--- src/hw/rtl/assert_macros.svh ---
// Assertion macros for the RTL files; nir_queue.sv uses them.
`ifndef ASSERT_MACROS_SVH
`define ASSERT_MACROS_SVH
`ifndef NO_ASSERTIONS
`define ASSERT_CLK(lbl, clk, rst_n, prop, msg) \
    lbl: assert property (@(posedge clk) disable iff (!rst_n) prop) else $error(msg);
`define ASSERT_NEVER(lbl, clk, rst_n, expr, msg) \
    lbl: assert property (@(posedge clk) disable iff (!rst_n) !(expr)) else $error(msg);
`else
`define ASSERT_CLK(lbl, clk, rst_n, prop, msg)
`define ASSERT_NEVER(lbl, clk, rst_n, expr, msg)
`endif
`endif

--- src/hw/rtl/nir_pkg.sv ---
`timescale 1ns / 1ps
package nir_pkg;
    typedef enum logic [1:0] {
        ACT_TICK = 2'd0,
        ACT_RISE = 2'd1,
        ACT_FALL = 2'd2,
        ACT_SCAN = 2'd3
    } t_action;

    typedef enum logic [2:0] {
        EVT_TICK,
        EVT_RISE,
        EVT_ZERO,
        EVT_ONE,
        EVT_REPEAT,
        EVT_LEADER,
        EVT_FALL_OTHER,
        EVT_SCAN
    } t_evt;

    typedef enum logic {
        CFG_DEV_ADDR = 1'b0,
        CFG_TIMEOUT  = 1'b1
    } t_cfg_idx;

    localparam int unsigned PULSE_W = 14;
    localparam int unsigned CFG_W   = 8;

    localparam logic [PULSE_W-1:0] ZERO_LO   = 14'd300;
    localparam logic [PULSE_W-1:0] ZERO_HI   = 14'd800;
    localparam logic [PULSE_W-1:0] ONE_LO    = 14'd1400;
    localparam logic [PULSE_W-1:0] ONE_HI    = 14'd1800;
    localparam logic [PULSE_W-1:0] REP_LO    = 14'd2200;
    localparam logic [PULSE_W-1:0] REP_HI    = 14'd2600;
    localparam logic [PULSE_W-1:0] LEADER_LO = 14'd4200;
    localparam logic [PULSE_W-1:0] LEADER_HI = 14'd4700;

    localparam logic [7:0] DEV_ADDR_RST = 8'd0;
    localparam logic [3:0] TIMEOUT_RST  = 4'd14;

    typedef struct packed {
        logic valid;
        t_evt evt;
    } t_q_push;

    typedef struct packed {
        logic valid;
        t_evt evt;
    } t_q_head;
endpackage

--- src/hw/rtl/nir_in_if.sv ---
`timescale 1ns / 1ps
interface nir_in_if;
    logic        valid;
    logic        ready;
    logic [1:0]  action;
    logic [13:0] pulse_us;

    modport source (output valid, output action, output pulse_us, input ready);
    modport sink (input valid, input action, input pulse_us, output ready);
endinterface

--- src/hw/rtl/nir_out_if.sv ---
`timescale 1ns / 1ps
interface nir_out_if;
    logic       valid;
    logic       ready;
    logic [7:0] key_code;
    logic [7:0] repeat_count;
    logic       frame_active;

    modport source (output valid, output key_code, output repeat_count,
                    output frame_active, input ready);
    modport sink (input valid, input key_code, input repeat_count,
                  input frame_active, output ready);
endinterface

--- src/hw/rtl/nir_front.sv ---
`timescale 1ns / 1ps
module nir_front
    import nir_pkg::*;
(
    nir_in_if.sink  i_in,
    input  logic    i_full,
    output t_q_push o_push
);
    t_evt evt;
    t_action act;

    // Pulse windows are disjoint, so the class does not depend on frame state.
    always_comb begin
        act = t_action'(i_in.action);
        unique case (act)
            ACT_TICK: evt = EVT_TICK;
            ACT_RISE: evt = EVT_RISE;
            ACT_SCAN: evt = EVT_SCAN;
            ACT_FALL: begin
                priority if (i_in.pulse_us > ZERO_LO && i_in.pulse_us < ZERO_HI) begin
                    evt = EVT_ZERO;
                end else if (i_in.pulse_us > ONE_LO && i_in.pulse_us < ONE_HI) begin
                    evt = EVT_ONE;
                end else if (i_in.pulse_us > REP_LO && i_in.pulse_us < REP_HI) begin
                    evt = EVT_REPEAT;
                end else if (i_in.pulse_us > LEADER_LO && i_in.pulse_us < LEADER_HI) begin
                    evt = EVT_LEADER;
                end else begin
                    evt = EVT_FALL_OTHER;
                end
            end
            default: evt = EVT_FALL_OTHER;
        endcase
    end

    assign i_in.ready   = !i_full;
    assign o_push.valid = i_in.valid && !i_full;
    assign o_push.evt   = evt;
endmodule

--- src/hw/rtl/nir_queue.sv ---
`timescale 1ns / 1ps
`include "assert_macros.svh"
module nir_queue
    import nir_pkg::*;
(
    input  logic    i_clk,
    input  logic    i_rst_n,
    input  t_q_push i_push,
    output logic    o_full,
    output t_q_head o_head,
    input  logic    i_pop
);
    t_evt       r_mem [2];
    logic       r_wr_ptr;
    logic       r_rd_ptr;
    logic [1:0] r_count;
    logic       n_wr_ptr;
    logic       n_rd_ptr;
    logic [1:0] n_count;
    logic       do_pop;

    assign do_pop = i_pop && (r_count != 2'd0);

    always_comb begin
        n_wr_ptr = r_wr_ptr;
        n_rd_ptr = r_rd_ptr;
        n_count  = r_count;
        if (i_push.valid) begin
            n_wr_ptr = !r_wr_ptr;
        end
        if (do_pop) begin
            n_rd_ptr = !r_rd_ptr;
        end
        if (i_push.valid && !do_pop) begin
            n_count = r_count + 2'd1;
        end else if (!i_push.valid && do_pop) begin
            n_count = r_count - 2'd1;
        end
    end

    always_ff @(posedge i_clk) begin
        if (!i_rst_n) begin
            r_wr_ptr <= 1'b0;
            r_rd_ptr <= 1'b0;
            r_count  <= 2'd0;
        end else begin
            r_wr_ptr <= n_wr_ptr;
            r_rd_ptr <= n_rd_ptr;
            r_count  <= n_count;
        end
    end

    always_ff @(posedge i_clk) begin
        if (i_push.valid) begin
            r_mem[r_wr_ptr] <= i_push.evt;
        end
    end

    assign o_full       = (r_count == 2'd2);
    assign o_head.valid = (r_count != 2'd0);
    assign o_head.evt   = r_mem[r_rd_ptr];

    `ASSERT_NEVER(a_q_count_range, i_clk, i_rst_n, r_count == 2'd3, "queue count out of range")
    `ASSERT_NEVER(a_q_no_overflow, i_clk, i_rst_n, i_push.valid && o_full, "push into full queue")
    `ASSERT_NEVER(a_q_no_underflow, i_clk, i_rst_n, i_pop && !o_head.valid, "pop from empty queue")
endmodule

--- src/hw/rtl/nir_back.sv ---
`timescale 1ns / 1ps
module nir_back
    import nir_pkg::*;
(
    input  logic             i_clk,
    input  logic             i_rst_n,
    input  t_q_head          i_head,
    output logic             o_pop,
    input  logic             i_cfg_we,
    input  logic             i_cfg_idx,
    input  logic [CFG_W-1:0] i_cfg_data,
    nir_out_if.source        o_out
);
    logic [7:0]  r_dev_addr;
    logic [3:0]  r_timeout;
    logic        r_leader;
    logic        r_hp;
    logic        r_fd;
    logic [3:0]  r_tick;
    logic [31:0] r_bits;
    logic [7:0]  r_rep;
    logic        r_out_valid;
    logic [7:0]  r_out_key;
    logic [7:0]  r_out_rep;
    logic        r_out_active;

    logic        n_leader;
    logic        n_hp;
    logic        n_fd;
    logic [3:0]  n_tick;
    logic [31:0] n_bits;
    logic [7:0]  n_rep;
    logic [7:0]  n_key;
    logic        pop;
    logic        frame_ok;

    assign pop = i_head.valid && (!r_out_valid || o_out.ready);
    assign frame_ok = (r_bits[31:24] == ~r_bits[23:16]) && (r_bits[31:24] == r_dev_addr)
                      && (r_bits[15:8] == ~r_bits[7:0]);

    always_comb begin
        n_leader = r_leader;
        n_hp     = r_hp;
        n_fd     = r_fd;
        n_tick   = r_tick;
        n_bits   = r_bits;
        n_rep    = r_rep;
        n_key    = 8'd0;
        if (pop) begin
            unique case (i_head.evt)
                EVT_TICK: begin
                    if (r_leader) begin
                        n_hp = 1'b0;
                        if (r_tick == 4'd0) begin
                            n_fd = 1'b1;
                        end
                        if (r_tick < r_timeout) begin
                            n_tick = r_tick + 4'd1;
                        end else begin
                            n_leader = 1'b0;
                            n_tick   = 4'd0;
                        end
                    end
                end
                EVT_RISE: n_hp = 1'b1;
                EVT_ZERO: begin
                    if (r_hp && r_leader) begin
                        n_bits = {r_bits[30:0], 1'b0};
                    end
                    n_hp = 1'b0;
                end
                EVT_ONE: begin
                    if (r_hp && r_leader) begin
                        n_bits = {r_bits[30:0], 1'b1};
                    end
                    n_hp = 1'b0;
                end
                EVT_REPEAT: begin
                    if (r_hp && r_leader) begin
                        n_rep  = r_rep + 8'd1;
                        n_tick = 4'd0;
                    end
                    n_hp = 1'b0;
                end
                EVT_LEADER: begin
                    if (r_hp && !r_leader) begin
                        n_leader = 1'b1;
                        n_rep    = 8'd0;
                    end
                    n_hp = 1'b0;
                end
                EVT_FALL_OTHER: n_hp = 1'b0;
                EVT_SCAN: begin
                    if (r_fd) begin
                        n_fd  = 1'b0;
                        n_rep = 8'd0;
                        if (frame_ok) begin
                            n_key    = r_bits[15:8];
                            n_leader = 1'b0;
                            n_hp     = 1'b0;
                            n_tick   = 4'd0;
                            n_bits   = 32'd0;
                        end
                    end
                end
                default: n_hp = r_hp;
            endcase
        end
    end

    always_ff @(posedge i_clk) begin
        if (!i_rst_n) begin
            r_dev_addr <= DEV_ADDR_RST;
            r_timeout  <= TIMEOUT_RST;
        end else if (i_cfg_we) begin
            unique case (t_cfg_idx'(i_cfg_idx))
                CFG_DEV_ADDR: r_dev_addr <= i_cfg_data;
                CFG_TIMEOUT:  r_timeout  <= i_cfg_data[3:0];
                default:      r_timeout  <= r_timeout;
            endcase
        end
    end

    always_ff @(posedge i_clk) begin
        if (!i_rst_n) begin
            r_leader    <= 1'b0;
            r_hp        <= 1'b0;
            r_fd        <= 1'b0;
            r_tick      <= 4'd0;
            r_bits      <= 32'd0;
            r_rep       <= 8'd0;
            r_out_valid <= 1'b0;
        end else begin
            r_leader <= n_leader;
            r_hp     <= n_hp;
            r_fd     <= n_fd;
            r_tick   <= n_tick;
            r_bits   <= n_bits;
            r_rep    <= n_rep;
            if (pop) begin
                r_out_valid <= 1'b1;
            end else if (o_out.ready) begin
                r_out_valid <= 1'b0;
            end
        end
    end

    always_ff @(posedge i_clk) begin
        if (pop) begin
            r_out_key    <= n_key;
            r_out_rep    <= n_rep;
            r_out_active <= n_leader;
        end
    end

    assign o_pop              = pop;
    assign o_out.valid        = r_out_valid;
    assign o_out.key_code     = r_out_key;
    assign o_out.repeat_count = r_out_rep;
    assign o_out.frame_active = r_out_active;
endmodule

--- src/hw/rtl/nec_ir_remote_decoder.sv ---
`timescale 1ns / 1ps
// An accepted input transaction is written into the event queue, and the back end
// registers its result when it pops the event. Throughput: one transaction per cycle
// while the output is ready; the frame state update in the back end is one registered
// step, and a two-entry event queue decouples it from the input.
// Reset is synchronous and active low: it clears all frame state and the queue,
// and sets the expected address to 0 and the timeout to 14 ticks.
module nec_ir_remote_decoder
    import nir_pkg::*;
(
    input  logic             i_clk,
    input  logic             i_rst_n,
    nir_in_if.sink           i_in,
    nir_out_if.source        o_out,
    input  logic             i_cfg_we,
    input  logic             i_cfg_idx,
    input  logic [CFG_W-1:0] i_cfg_data
);
    t_q_push push;
    t_q_head head;
    logic    full;
    logic    pop;

    nir_front u_front (
        .i_in   (i_in),
        .i_full (full),
        .o_push (push)
    );

    nir_queue u_queue (
        .i_clk   (i_clk),
        .i_rst_n (i_rst_n),
        .i_push  (push),
        .o_full  (full),
        .o_head  (head),
        .i_pop   (pop)
    );

    nir_back u_back (
        .i_clk      (i_clk),
        .i_rst_n    (i_rst_n),
        .i_head     (head),
        .o_pop      (pop),
        .i_cfg_we   (i_cfg_we),
        .i_cfg_idx  (i_cfg_idx),
        .i_cfg_data (i_cfg_data),
        .o_out      (o_out)
    );
endmodule

--- src/flat_wrapper.sv ---
// flat-port wrapper written by rule: the top's interface ports become plain ports
module nec_ir_remote_decoder_flat import nir_pkg::*;
  (i_clk, i_rst_n, i_cfg_we, i_cfg_idx, i_cfg_data, i_in_valid, i_in_action, i_in_pulse_us, i_in_ready, o_out_valid, o_out_key_code, o_out_repeat_count, o_out_frame_active, o_out_ready);
  nir_in_if i_in_i ();
  nir_out_if o_out_i ();
  input  logic i_clk;
  input  logic i_rst_n;
  input  logic i_cfg_we;
  input  logic i_cfg_idx;
  input  logic [CFG_W-1:0] i_cfg_data;
  input wire logic [$bits(i_in_i.valid)-1:0] i_in_valid;
  input wire logic [$bits(i_in_i.action)-1:0] i_in_action;
  input wire logic [$bits(i_in_i.pulse_us)-1:0] i_in_pulse_us;
  output wire logic [$bits(i_in_i.ready)-1:0] i_in_ready;
  output wire logic [$bits(o_out_i.valid)-1:0] o_out_valid;
  output wire logic [$bits(o_out_i.key_code)-1:0] o_out_key_code;
  output wire logic [$bits(o_out_i.repeat_count)-1:0] o_out_repeat_count;
  output wire logic [$bits(o_out_i.frame_active)-1:0] o_out_frame_active;
  input wire logic [$bits(o_out_i.ready)-1:0] o_out_ready;
  assign i_in_i.valid = i_in_valid;
  assign i_in_i.action = i_in_action;
  assign i_in_i.pulse_us = i_in_pulse_us;
  assign i_in_ready = i_in_i.ready;
  assign o_out_valid = o_out_i.valid;
  assign o_out_key_code = o_out_i.key_code;
  assign o_out_repeat_count = o_out_i.repeat_count;
  assign o_out_frame_active = o_out_i.frame_active;
  assign o_out_i.ready = o_out_ready;
  nec_ir_remote_decoder u_core (.i_clk(i_clk), .i_rst_n(i_rst_n), .i_in(i_in_i), .o_out(o_out_i), .i_cfg_we(i_cfg_we), .i_cfg_idx(i_cfg_idx), .i_cfg_data(i_cfg_data));
endmodule
--- config.mk ---
export PLATFORM = sky130hd
export DESIGN_NAME = nec_ir_remote_decoder_flat
export DESIGN_NICKNAME = d
export VERILOG_FILES = /design/src/hw/rtl/nir_pkg.sv /design/src/hw/rtl/nir_in_if.sv /design/src/hw/rtl/nir_out_if.sv /design/src/hw/rtl/nir_front.sv /design/src/hw/rtl/nir_queue.sv /design/src/hw/rtl/nir_back.sv /design/src/hw/rtl/nec_ir_remote_decoder.sv /design/src/flat_wrapper.sv
export VERILOG_INCLUDE_DIRS = /design/src /design/src/hw/rtl
export SDC_FILE = /design/constraint.sdc
export NUM_CORES = 1
export LEC_CHECK = 0
export BUFFER_PORTS_ARGS = -buffer_cell sky130_fd_sc_hd__buf_2
export CAP_MARGIN = 20
export CORE_MARGIN = 5
export CORE_UTILIZATION = 52
export CTS_CLUSTER_DIAMETER = 100
export DETAILED_ROUTE_END_ITERATION = 8
export GPL_TIMING_DRIVEN = 0
export PLACE_DENSITY = 0.75
export SYNTH_ARGS = -nofsm -noshare
export SYNTH_HDL_FRONTEND = slang
export SYNTH_SLANG_ARGS = --single-unit
--- constraint.sdc ---
create_clock -name i_clk -period 1.9 [get_ports i_clk]
set_input_delay 0.19 -clock i_clk [delete_from_list [all_inputs] [get_ports i_clk]]
set_output_delay 0.19 -clock i_clk [all_outputs]
set_load 0.02 [all_outputs]
==> flow_summary.toml, run 1 <==
[status]
violations = "negative setup slack"
run_status = "finished, violations left"

[cells_and_area]
multi_input_comb_area_sq_mm = 0.00206
commonest_cells_after_routing_fill_and_taps_aside = "59 x dfxtp_1, 48 x buf_2, 40 x nand2_1"
area.growth.synth_to_final_pct = 17.9
area.sequential_sq_mm = 0.00200
antenna_cells_inserted = 0
final.fill_count = 691
post_route_cells_drive_above_1_share_pct = 24.1
layout_commonest_cell = "dfxtp_1"
finish.net_count = 517
layoutNonFillerInstCount = 587

[routing]
routed-wl-met2_mm = 3.93
route.final.wire_length_mm = 8.61
dr.max_layer_used = "met4"
firstDrtPassIters = 4
detail_route.vias_per_cell = 5.61
routed-via-count = 3294
routed_antenna_nets = 0
wl_met3_microns = 400
drtIter0Drc = 233
wire_per_inst_microns = 14.7
routedLengthMet1_mm = 4.13
post-route-drc-count = 0

[sta]
tightest_slew_ns = 0.505
final.period_utilization_pct = 102
slew-limit-headroom_pct = 66.3
slew_viol_final = 0
final.min_clock_period_ns = 1.94
fin_worst_skew_ns = 0.0120
post-route-worst-setup-slack_ns = -0.0373
fin_worst_hold_slack_ns = 0.0628
final_hold_viol_count = 0
grt_setup_unrepaired = "true"
setup_viol = 28
max_freq_mhz = 516
finalSetupTns_ns = -0.593

[logic_synthesis]
synth_area_per_cell_sq_um = 9.97
most_used_flip_flop_cell_after_synthesis = "dfxtp_1"
synth_cells = 411
yosysWarningCount = 0
synth_net_count = 448
synth-edff-count = 23
ys_seq_area_share_pct = 48.6
synth.distinct_cells = 59
netlist_area_sq_mm = 0.00410
synth.ff_latch_count = 88
synthArstFlopShare_pct = 0

[power_and_ir_drop]
power.ir.vdd_worst_mv = 0.537
total_power_w = 0.00486
p_per_area_mw_per_mm2 = 1010
power_leakage_nw = 1.88

[clocking]
ctsRootBufferMaster = "clkbuf_8"
cts-htree-levels = 3
clkSlewWorstSetupHoldPaths_ns = 0.10
numCtsBuffers = 9
worst_skew_pair.late_latency_ns = 0.35
tritoncts_clock_tree = "done"
clock_sink_count = 88
cts_max_path_buffers = 2

[floorplan]
std_cell_rows = 32
area_of_the_placeable_core_sq_mm = 0.00769
die_area_sq_mm = 0.00976
dieWidth_microns = 98.8
floorplan.initialDensity_pct = 53.3
boundaryPins = 49
die-height_microns = 98.8

[critical_path]
critical_path.cell_chain = "xor2_1 > nor4_1 > nand4_1 > nor2_2 > o21ai_4 > buf_2 > a22o_1"
cp-start-kind = "register"
worstPathArrival_ns = 2.19
critical_path_required_time_ns = 2.15
crit_path_end_kind = "register"
timing_worst_setup_path_type = "reg -> reg"
worst_path_max_delay_cell = "dfxtp_1"
worst-path-max-fanout = 5
critical-path-max-stage-delay_ns = 0.37

[placement]
placed_cell_count = 560
detailedPlacementHpwl_mm = 6.08
dp_slack_ns = -0.379
gp_congestion = 0.898
io_buffers = 47

[grt]
grt_pass1_wl_mm = 14.1
first_global_vias = 3045
maximum_number_of_pins_on_one_net_before_global_route_repair = 18
grt_overflow_total = 0
overall_fraction_of_global_route_tracks_in_use_pct = 17.6
grt_antenna_before_repair = 0

[flow_run]
maxCapViolations = 0

[hold_path]
hp-class = "in -> reg"
per-stage QoR:
step / instance area [sq um] / util, %
floorplan: 4100 / -
global placement: 4460 / 58.0
detailed placement: 4460 / 58.0
CTS: 4760 / 61.9
global route: 4830 / 62.9
finish: 4830 / 62.9
flip-flops by register name, summed over array words and instances (netlist names), 2 cells and up, named ones only:
name	cells
u_core.u_back.r_bits	32
u_core.u_back.o_out.key_code	8
u_core.u_back.o_out.repeat_count	8
u_core.u_back.r_dev_addr	8
u_core.u_back.r_rep	8
u_core.u_queue.r_mem	6
u_core.u_back.r_tick	4
u_core.u_back.r_timeout	4
u_core.u_queue.r_count	2
synth_stat cells (5+ instances only):
library cell  count  area [sq um]
and2_1           16           100
nor3_1            7          35.0
dfxtp_1          65          1300
buf_6             7          78.8
nand3_1          16          80.1
clkbuf_1          6          22.5
a22o_1           32           280
xnor2_1          13           114
nor2_1           23          86.3
nand3b_1          5          37.5
nand4_1           5          31.3
nand2_1          43           161
xor2_1            7          61.3
o21ai_0          16          80.1
a21oi_1          24           120
ha_1              7          87.6
and3_1            6          37.5
inv_1            10          37.5
edfxtp_1         23           691
o31ai_1           5          37.5
cell families after synthesis:
logic type / count (synthesis) / share of synthesized area [%]
compound gates: 113 / 19.7
buf+inv: 24 / 3.48
mux: 6 / 1.80
xor+xnor: 20 / 4.27
simple gates: 153 / 20.0
flops: 88 / 48.6
fa+ha+maj: 7 / 2.14
final cells by class:
class | instances | share of cell area [%]
multi-input combinational | 299 | 42.6
timing repair inverter | 1 | 0.104
tap | 102 | 2.64
timing repair buffer | 58 | 6.60
clock inverter | 7 | 1.22
clock buffer | 9 | 2.56
sequential | 88 | 41.5
buffer | 13 | 1.94
inverter | 10 | 0.854
final timing paths:
kind	to	from	slack [ns]	depth (start not counted)
max	u_core.u_back.r_bits[14]	u_core.u_back.r_bits[24]	-0.04	7
min	u_core.u_back.r_dev_addr[4]	i_cfg_data[4]	0.06	3
max reg2reg	u_core.u_back.r_bits[14]	u_core.u_back.r_bits[24]	-0.04	7
min reg2reg	u_core.u_back.r_timeout[1]	u_core.u_back.r_timeout[1]	0.47	2
critical path: cells and delay by family (launching register included):
| kind | cells | cell delay [ns] |
|---|---|---|
| AOI/OAI and AO/OA | 2 | 0.33 |
| xor gates and xnor gates | 1 | 0.19 |
| buffers and inverters | 1 | 0.16 |
| DFF | 1 | 0.37 |
| and+or+nand+nor | 3 | 0.79 |
power by group:
group / internal, W / switching [W] / total (W)
combinational: 0.000497 / 0.000847 / 0.00134
sequential: 0.00220 / 0.000111 / 0.00231
clock: 0.000499 / 0.000712 / 0.00121
routing by layer:
layer  up-vias  global-route usage [%]
met5         -                       0
met4         0                    6.51
met3        13                    3.40
met2        72                    27.6
met1      1549                    24.0
li1       1660                       -
timing repair:
| action | CTS | global route |
|---|---|---|
| endpoints found under the setup margin | 46 | 54 |
| buffers inserted | 7 | 3 |
| gates cloned | 1 | 1 |
| pin swaps | 3 | 12 |
| resized for setup | 13 | 20 |
| hold buffers | 0 | 0 |
Note: power is estimated with default switching activity, not from simulation.
==> inputs of run 2 (changes only) <==
--- a/config.mk
+++ b/config.mk
@@ -6,14 +6,16 @@
 export SDC_FILE = /design/constraint.sdc
 export NUM_CORES = 1
 export LEC_CHECK = 0
+export ABC_AREA = 1
 export BUFFER_PORTS_ARGS = -buffer_cell sky130_fd_sc_hd__buf_2
 export CAP_MARGIN = 20
 export CORE_MARGIN = 5
-export CORE_UTILIZATION = 52
+export CORE_UTILIZATION = 53
 export CTS_CLUSTER_DIAMETER = 100
 export DETAILED_ROUTE_END_ITERATION = 8
 export GPL_TIMING_DRIVEN = 0
-export PLACE_DENSITY = 0.75
+export PLACE_DENSITY = 0.76
+export SETUP_SLACK_MARGIN = 0.5
 export SYNTH_ARGS = -nofsm -noshare
 export SYNTH_HDL_FRONTEND = slang
 export SYNTH_SLANG_ARGS = --single-unit
==> run 2 against run 1 <==
The flow now finishes without violations. Largest power group is now combinational cells. Cell count grew 41%. Clock skew up 0.011 ns. Critical path depth grew 3.
==> flow_summary.toml, run 2 <==
[logic_synthesis]
synth.distinct_cells = 35
synth_cells = 620
synthArstFlopShare_pct = 0
yosys-top-cells-area = "dfxtp_1 29%, nand2_1 17%, edfxtp_1 16%, inv_1 7.1%, a21oi_1 6.3%"
synth.ff_latch_count = 88
synth_top_family_by_area = "simple AND/OR/NAND/NOR gates"
synth_net_count = 657
synth.mux.area_fraction_pct = 0
synth-simple-area-share_pct = 30.4
ys_top_cells_by_count = "197 x nand2_1, 84 x inv_1, 71 x nor2_1, 65 x dfxtp_1, 56 x a21oi_1"
most_used_flip_flop_cell_after_synthesis = "dfxtp_1"
synth_compound_gate_area_share_pct = 12.1
synth_largest_type_area_fraction_pct = 29.5
synth-xor-area-share_pct = 1.19
synth-edff-count = 23
synth_area_per_cell_sq_um = 7.12
dominant_cell_by_count_in_the_synthesized_netlist = "nand2_1"
yosysWarningCount = 0
synth_area_leader_cell = "dfxtp_1"
ys_seq_area_share_pct = 45.1
netlist_area_sq_mm = 0.00442
synth_fa_ha_area_share_pct = 1.98

[cells_and_area]
layout_commonest_cell = "nand2_1"
layoutNonFillerInstCount = 829
antenna_cells_inserted = 0
largest_reg_flops = 32
finish.net_count = 756
area.growth.synth_to_final_pct = 28.8
registers.top_by_ff_count = "u_core.u_back.r_bits"
post_route_cells_drive_above_1_share_pct = 30.5
postLayoutCellArea_sq_mm = 0.00569
commonest_cells_after_routing_fill_and_taps_aside = "181 x nand2_1, 76 x inv_1, 59 x nor2_1"

[placement]
gp_congestion = 0.855
dpl_cell_area_sq_mm = 0.00485
io_buffers = 48
placed_cell_count = 773
dp_slack_ns = -0.192
detailedPlacementHpwl_mm = 7.12

[floorplan]
std_cell_rows = 33
die_area_sq_mm = 0.0103
floorplan.initialDensity_pct = 54.0
area_of_the_placeable_core_sq_mm = 0.00818
dieWidth_microns = 101
die-height_microns = 101
boundaryPins = 49

[sta]
grt_setup_unrepaired = "true"
tightest_slew_ns = 0.668
max_freq_mhz = 566
slew_viol_final = 0
final.period_utilization_pct = 93.1
setup_viol = 0
finalSetupTns_ns = 0
final_hold_viol_count = 0
slew-limit-headroom_pct = 55.5
post-route-worst-setup-slack_ns = 0.132
fin_worst_skew_ns = 0.0226
final.min_clock_period_ns = 1.77

[grt]
grt_overflow_total = 0
first_global_vias = 4080
grt_antenna_before_repair = 0
grt_pass1_wl_mm = 18.0
overall_fraction_of_global_route_tracks_in_use_pct = 22.0
maximum_number_of_pins_on_one_net_before_global_route_repair = 19

[critical_path]
critical_path_required_time_ns = 2.20
worst_path_max_delay_cell = "dfxtp_4"
cp-start-kind = "register"
crit_path_end_kind = "register"
critical_path.cell_chain = "inv_4 > o21ai_4 > nand2_4 > a21oi_2 > nand2_2 > nor3b_4 > buf_6 > buf_6 > nand2_4 > a21oi_2"
buffer_and_inverter_count_on_the_worst_path = 3
timing_worst_setup_path_type = "reg -> reg"
worst-path-max-fanout = 5
critPathTopFamily = "compound AO/OA/AOI/OAI gates"
worstPathArrival_ns = 2.07
critical-path-max-stage-delay_ns = 0.39

[status]
run_status = "complete, no violations"

[routing]
route.final.wire_length_mm = 11.3
drtIter0Drc = 187
routed_antenna_nets = 0
wire_per_inst_microns = 13.6
post-route-drc-count = 0
routed-via-count = 4349
detail_route.vias_per_cell = 5.25
firstDrtPassIters = 5

[clocking]
ctsRootBufferMaster = "clkbuf_8"
clkSlewWorstSetupHoldPaths_ns = 0.09
post_cts_hold_buffer_count = 0
clock_sink_count = 88
tritoncts_clock_tree = "done"
cts_max_path_buffers = 2
numCtsBuffers = 9
worst_skew_pair.late_latency_ns = 0.38
cts-htree-levels = 3

[power_and_ir_drop]
power.ir.vdd_worst_mv = 0.975
cell_internal_pwr_w = 0.00387
net_switching_w = 0.00259
power_leakage_nw = 2.36
p_comb_share_pct = 42.7
sequentialPowerShare_pct = 37.3
power.switching_fraction_pct = 40.1
total_power_w = 0.00647
p_per_area_mw_per_mm2 = 1140
clock_power_share_pct = 20.0

[flow_run]
maxCapViolations = 0

[hold_path]
hp-class = "in -> reg"
[run 2: cell count changes after synthesis, sizes merged, moves of 6 or more]
cell   previous run  this run
nand2            44       203
inv              10        87
nor2             23        75
a21oi            24        58
a22o             32         0
and2             17         2
o21ai            17        30
xnor2            13         5
and3              6         0
xor2              7         1
[run 2: final timing paths]
kind,startpoint,endpoint,slack [ns],cells past startpoint
min reg2reg,u_core.u_queue.r_rd_ptr,register,0.44,1
min,i_cfg_data[1],u_core.u_back.r_timeout[1],0.08,3
max reg2reg,register,u_core.u_back.r_bits[24],0.13,10
max,register,u_core.u_back.r_bits[24],0.13,10
[run 2: through the flow]
| step | hold WS [ns] | util, % |
|---|---|---|
| floorplan | 0.320 | - |
| global placement | 0.431 | 59.4 |
| detailed placement | 0.441 | 59.4 |
| CTS | 0.0742 | 67.3 |
| global route | 0.0896 | 69.6 |
| finish | 0.0752 | 69.6 |
[run 2: worst min-delay path, stage by stage]
cell,delay (ns)
buf_2,0.09
nand2_1,0.05
o211ai_1,0.07
[run 2: kinds of logic after synthesis]
group | Yosys count
AND/OR/NAND/NOR | 321
buffers and inverters | 100
AO/OA/AOI/OAI | 98
flip-flops | 88
adder cells (fa/ha/maj) | 7
XOR/XNOR | 6
[run 2: timing repair]
item / in CTS / in global routing
cloned: 5 / 0
endpoints found under the setup margin: 85 / 66
pin swaps: 14 / 11
gates resized for setup: 75 / 43
buffers inserted: 29 / 6
[run 2: final cells by class]
| cell class | count | area, sq um |
|---|---|---|
| fill | 642 | 2490 |
| multi-input combinational | 433 | 2290 |
| sequential | 88 | 2040 |
| timing repair buffer | 87 | 588 |
| inverter | 87 | 342 |
| tap | 105 | 131 |
| clock buffer | 9 | 124 |
| buffer | 13 | 101 |
| clock inverter | 7 | 68.8 |
[run 2: per-layer routing]
layer / up-vias / track usage [%] / part of all wire, %
met3: 29 / 4.27 / 4.8
met1: 2018 / 26.1 / 41
met4: 0 / 9.92 / 3.0
met2: 122 / 38.4 / 51
met5: - / 0 / 0
li1: 2180 / - / -
[run 2: power groups by stage]
stage | clock (W) | sequential (W) | combinational (W)
final | 0.00129 | 0.00241 | 0.00276
after global routing | 0.00138 | 0.00244 | 0.00297
after CTS | 0.00129 | 0.00241 | 0.00241
after detailed placement | 0 | 0.00244 | 0.00190
after global placement | 0 | 0.00243 | 0.00187
after floorplan | 0 | 0.00262 | 0.00126
==> inputs of run 3 (changes only) <==
--- a/config.mk
+++ b/config.mk
@@ -10,11 +10,12 @@
 export BUFFER_PORTS_ARGS = -buffer_cell sky130_fd_sc_hd__buf_2
 export CAP_MARGIN = 20
 export CORE_MARGIN = 5
-export CORE_UTILIZATION = 53
+export CORE_UTILIZATION = 55
+export CTS_BUF_LIST = sky130_fd_sc_hd__clkbuf_4
 export CTS_CLUSTER_DIAMETER = 100
 export DETAILED_ROUTE_END_ITERATION = 8
 export GPL_TIMING_DRIVEN = 0
-export PLACE_DENSITY = 0.76
+export PLACE_DENSITY = 0.79
 export SETUP_SLACK_MARGIN = 0.5
 export SYNTH_ARGS = -nofsm -noshare
 export SYNTH_HDL_FRONTEND = slang
==> run 3 against run 2 <==
Cell area is 3.5% higher. Worst hold slack got worse by 0.056 ns. Routed wire length rose by 18%. Sequential power about the same. Maximum frequency fell by 3.9%. Global-route usage grew 0.33 points. Critical path type unchanged.
==> flow_summary.toml, run 3 (synthesis results as in run 2) <==
[cells_and_area]
largest_reg_flops = 32
postLayoutCellArea_sq_mm = 0.00589
layout_commonest_cell = "nand2_1"
post_route_cells_drive_above_1_share_pct = 34.6
finish.net_count = 767
multi_input_comb_area_sq_mm = 0.00240
final.fill_count = 526
area.growth.synth_to_final_pct = 33.3
layoutNonFillerInstCount = 837
registers.top_by_ff_count = "u_core.u_back.r_bits"
area.sequential_sq_mm = 0.00205
antenna_cells_inserted = 0
commonest_cells_after_routing_fill_and_taps_aside = "168 x nand2_1, 68 x inv_1, 55 x nor2_1"

[clocking]
worst_skew_pair.late_latency_ns = 0.47
cts-htree-levels = 3
cts_max_path_buffers = 2
tritoncts_clock_tree = "done"
numCtsBuffers = 9
clock_sink_count = 88
ctsRootBufferMaster = "clkbuf_4"
clkSlewWorstSetupHoldPaths_ns = 0.15

[placement]
dp_slack_ns = -0.255
io_buffers = 48
placed_cell_count = 770
dpl_cell_area_sq_mm = 0.00485
gp_congestion = 0.871
detailedPlacementHpwl_mm = 7.45

[critical_path]
worst_reg2reg_path_startpoint = "u_core.u_queue.r_mem[0][0]"
timing_worst_setup_path_type = "reg -> reg"
crit_path_end_kind = "register"
ff2ff_setup_slack_ns = 0.06
worstPathArrival_ns = 2.24
cp-start-kind = "register"
worst-path-max-fanout = 5
critical_path_required_time_ns = 2.30
r2r_end = "u_core.u_back.r_tick[1]"
r2r_cells = 12

[floorplan]
die-height_microns = 99.6
boundaryPins = 49
die_area_sq_mm = 0.00992
std_cell_rows = 32
floorplan.initialDensity_pct = 56.9
dieWidth_microns = 99.6
area_of_the_placeable_core_sq_mm = 0.00777

[grt]
grt_overflow_total = 0
grt_pass1_wl_mm = 17.9
first_global_vias = 4150
grt_antenna_before_repair = 0
overall_fraction_of_global_route_tracks_in_use_pct = 22.3
maximum_number_of_pins_on_one_net_before_global_route_repair = 17

[routing]
firstDrtPassIters = 5
wire_per_inst_microns = 16.0
drtIter0Drc = 363
route.final.wire_length_mm = 13.4
post-route-drc-count = 0
routed_antenna_nets = 0
detail_route.vias_per_cell = 5.55
routed-via-count = 4645

[flow_run]
maxCapViolations = 0

[power_and_ir_drop]
power.ir.vdd_worst_mv = 1.23
total_power_w = 0.00678
power_leakage_nw = 2.41
p_per_area_mw_per_mm2 = 1150

[sta]
final.period_utilization_pct = 96.8
slew_viol_final = 0
post-route-worst-setup-slack_ns = 0.0606
max_freq_mhz = 544
final.min_clock_period_ns = 1.84
setup_viol = 0
final_hold_viol_count = 0
fin_worst_skew_ns = 0.0249
slew-limit-headroom_pct = 54.1
tightest_slew_ns = 0.688
grt_setup_unrepaired = "true"

[status]
run_status = "complete, no violations"

[hold_path]
timing.hold.worst_path_depth = 3
hp-class = "in -> reg"
hold-path-endpoint = "u_core.u_back.r_timeout[0]"
holdCritStartpoint = "i_cfg_data[0]"
run 3: changes by cell type in the layout (fill, tap and decap cells not counted), sizes merged:
cell         previous run  this run
buf                    93        98
dlygate4sd3             0         5
inv                    92        90
bufinv                  0         1
clkbuf                 16        17
clkinvlp                0         1
run 3: cell type report:
type | count | share of cell area, %
Inverter | 87 | 5.84
Tap cell | 102 | 2.17
Sequential cell | 88 | 34.9
Multi-Input combinational cell | 433 | 40.8
Timing Repair Buffer | 98 | 12.2
Buffer | 13 | 1.66
Clock inverter | 7 | 1.32
Clock buffer | 9 | 1.15
run 3: per-stage QoR:
step	TNS (ns)	hold slack (ns)	util, %
2_1_floorplan	0	0.320	-
3_3_place_gp	-6.25	0.430	62.4
3_5_place_dp	-10.62	0.437	62.4
4_1_cts	0	0.00445	70.0
5_1_grt	0	0.0233	75.8
6_report	0	0.0189	75.8
run 3: worst max-delay path by stage:
stage | cells past startpoint | endpoint | slack, ns | from
after floorplan | 9 | u_core.u_queue.r_count[1] | 0.19 | u_core.u_back.o_out.valid
after global placement | 8 | u_core.u_back.o_out.repeat_count[0] | -0.19 | u_core.u_queue.r_count[0]
after detailed placement | 8 | u_core.u_back.o_out.repeat_count[0] | -0.25 | u_core.u_queue.r_count[0]
after CTS | 10 | u_core.u_back.r_bits[28] | 0.23 | register
after global routing | 11 | u_core.u_back.o_out.repeat_count[1] | 0.008 | u_core.u_queue.r_mem[0][0]
final | 12 | u_core.u_back.r_tick[1] | 0.06 | u_core.u_queue.r_mem[0][0]
run 3: what timing repair did:
| item | CTS | global route |
|---|---|---|
| pin swaps | 15 | 28 |
| endpoints found under the hold margin | 5 | 0 |
| gates cloned | 6 | 1 |
| resized for setup | 68 | 100 |
| setup endpoints to repair | 87 | 66 |
| hold buffers | 5 | 0 |
| buffers inserted | 23 | 16 |
run 3: power by group:
group	internal (W)	leakage, nW	switching [W]	total [W]
Sequential	0.00227	0.772	0.000156	0.00243
Clock	0.000415	0.0773	0.000724	0.00114
Combinational	0.00128	1.56	0.00193	0.00321
Total	0.00397	2.41	0.00281	0.00678
run 3: critical path, stage by stage, from the launching register on:
cell,delay (ns)
edfxtp_1,0.44
nand2_2,0.12
o21ai_4,0.08
buf_4,0.15
nor2_4,0.13
buf_6,0.14
nand2_4,0.06
o21ai_4,0.18
nor2_4,0.09
buf_4,0.14
nand4_1,0.08
nand2_1,0.07
nor2_1,0.12
run 3: per-layer routing:
layer	GRT usage, %	vias to the layer above	share of wire [%]
met5	0	-	0
met4	12.0	0	4.7
met3	3.86	65	7.2
met2	39.6	253	52
met1	25.4	2128	36
li1	-	2199	-
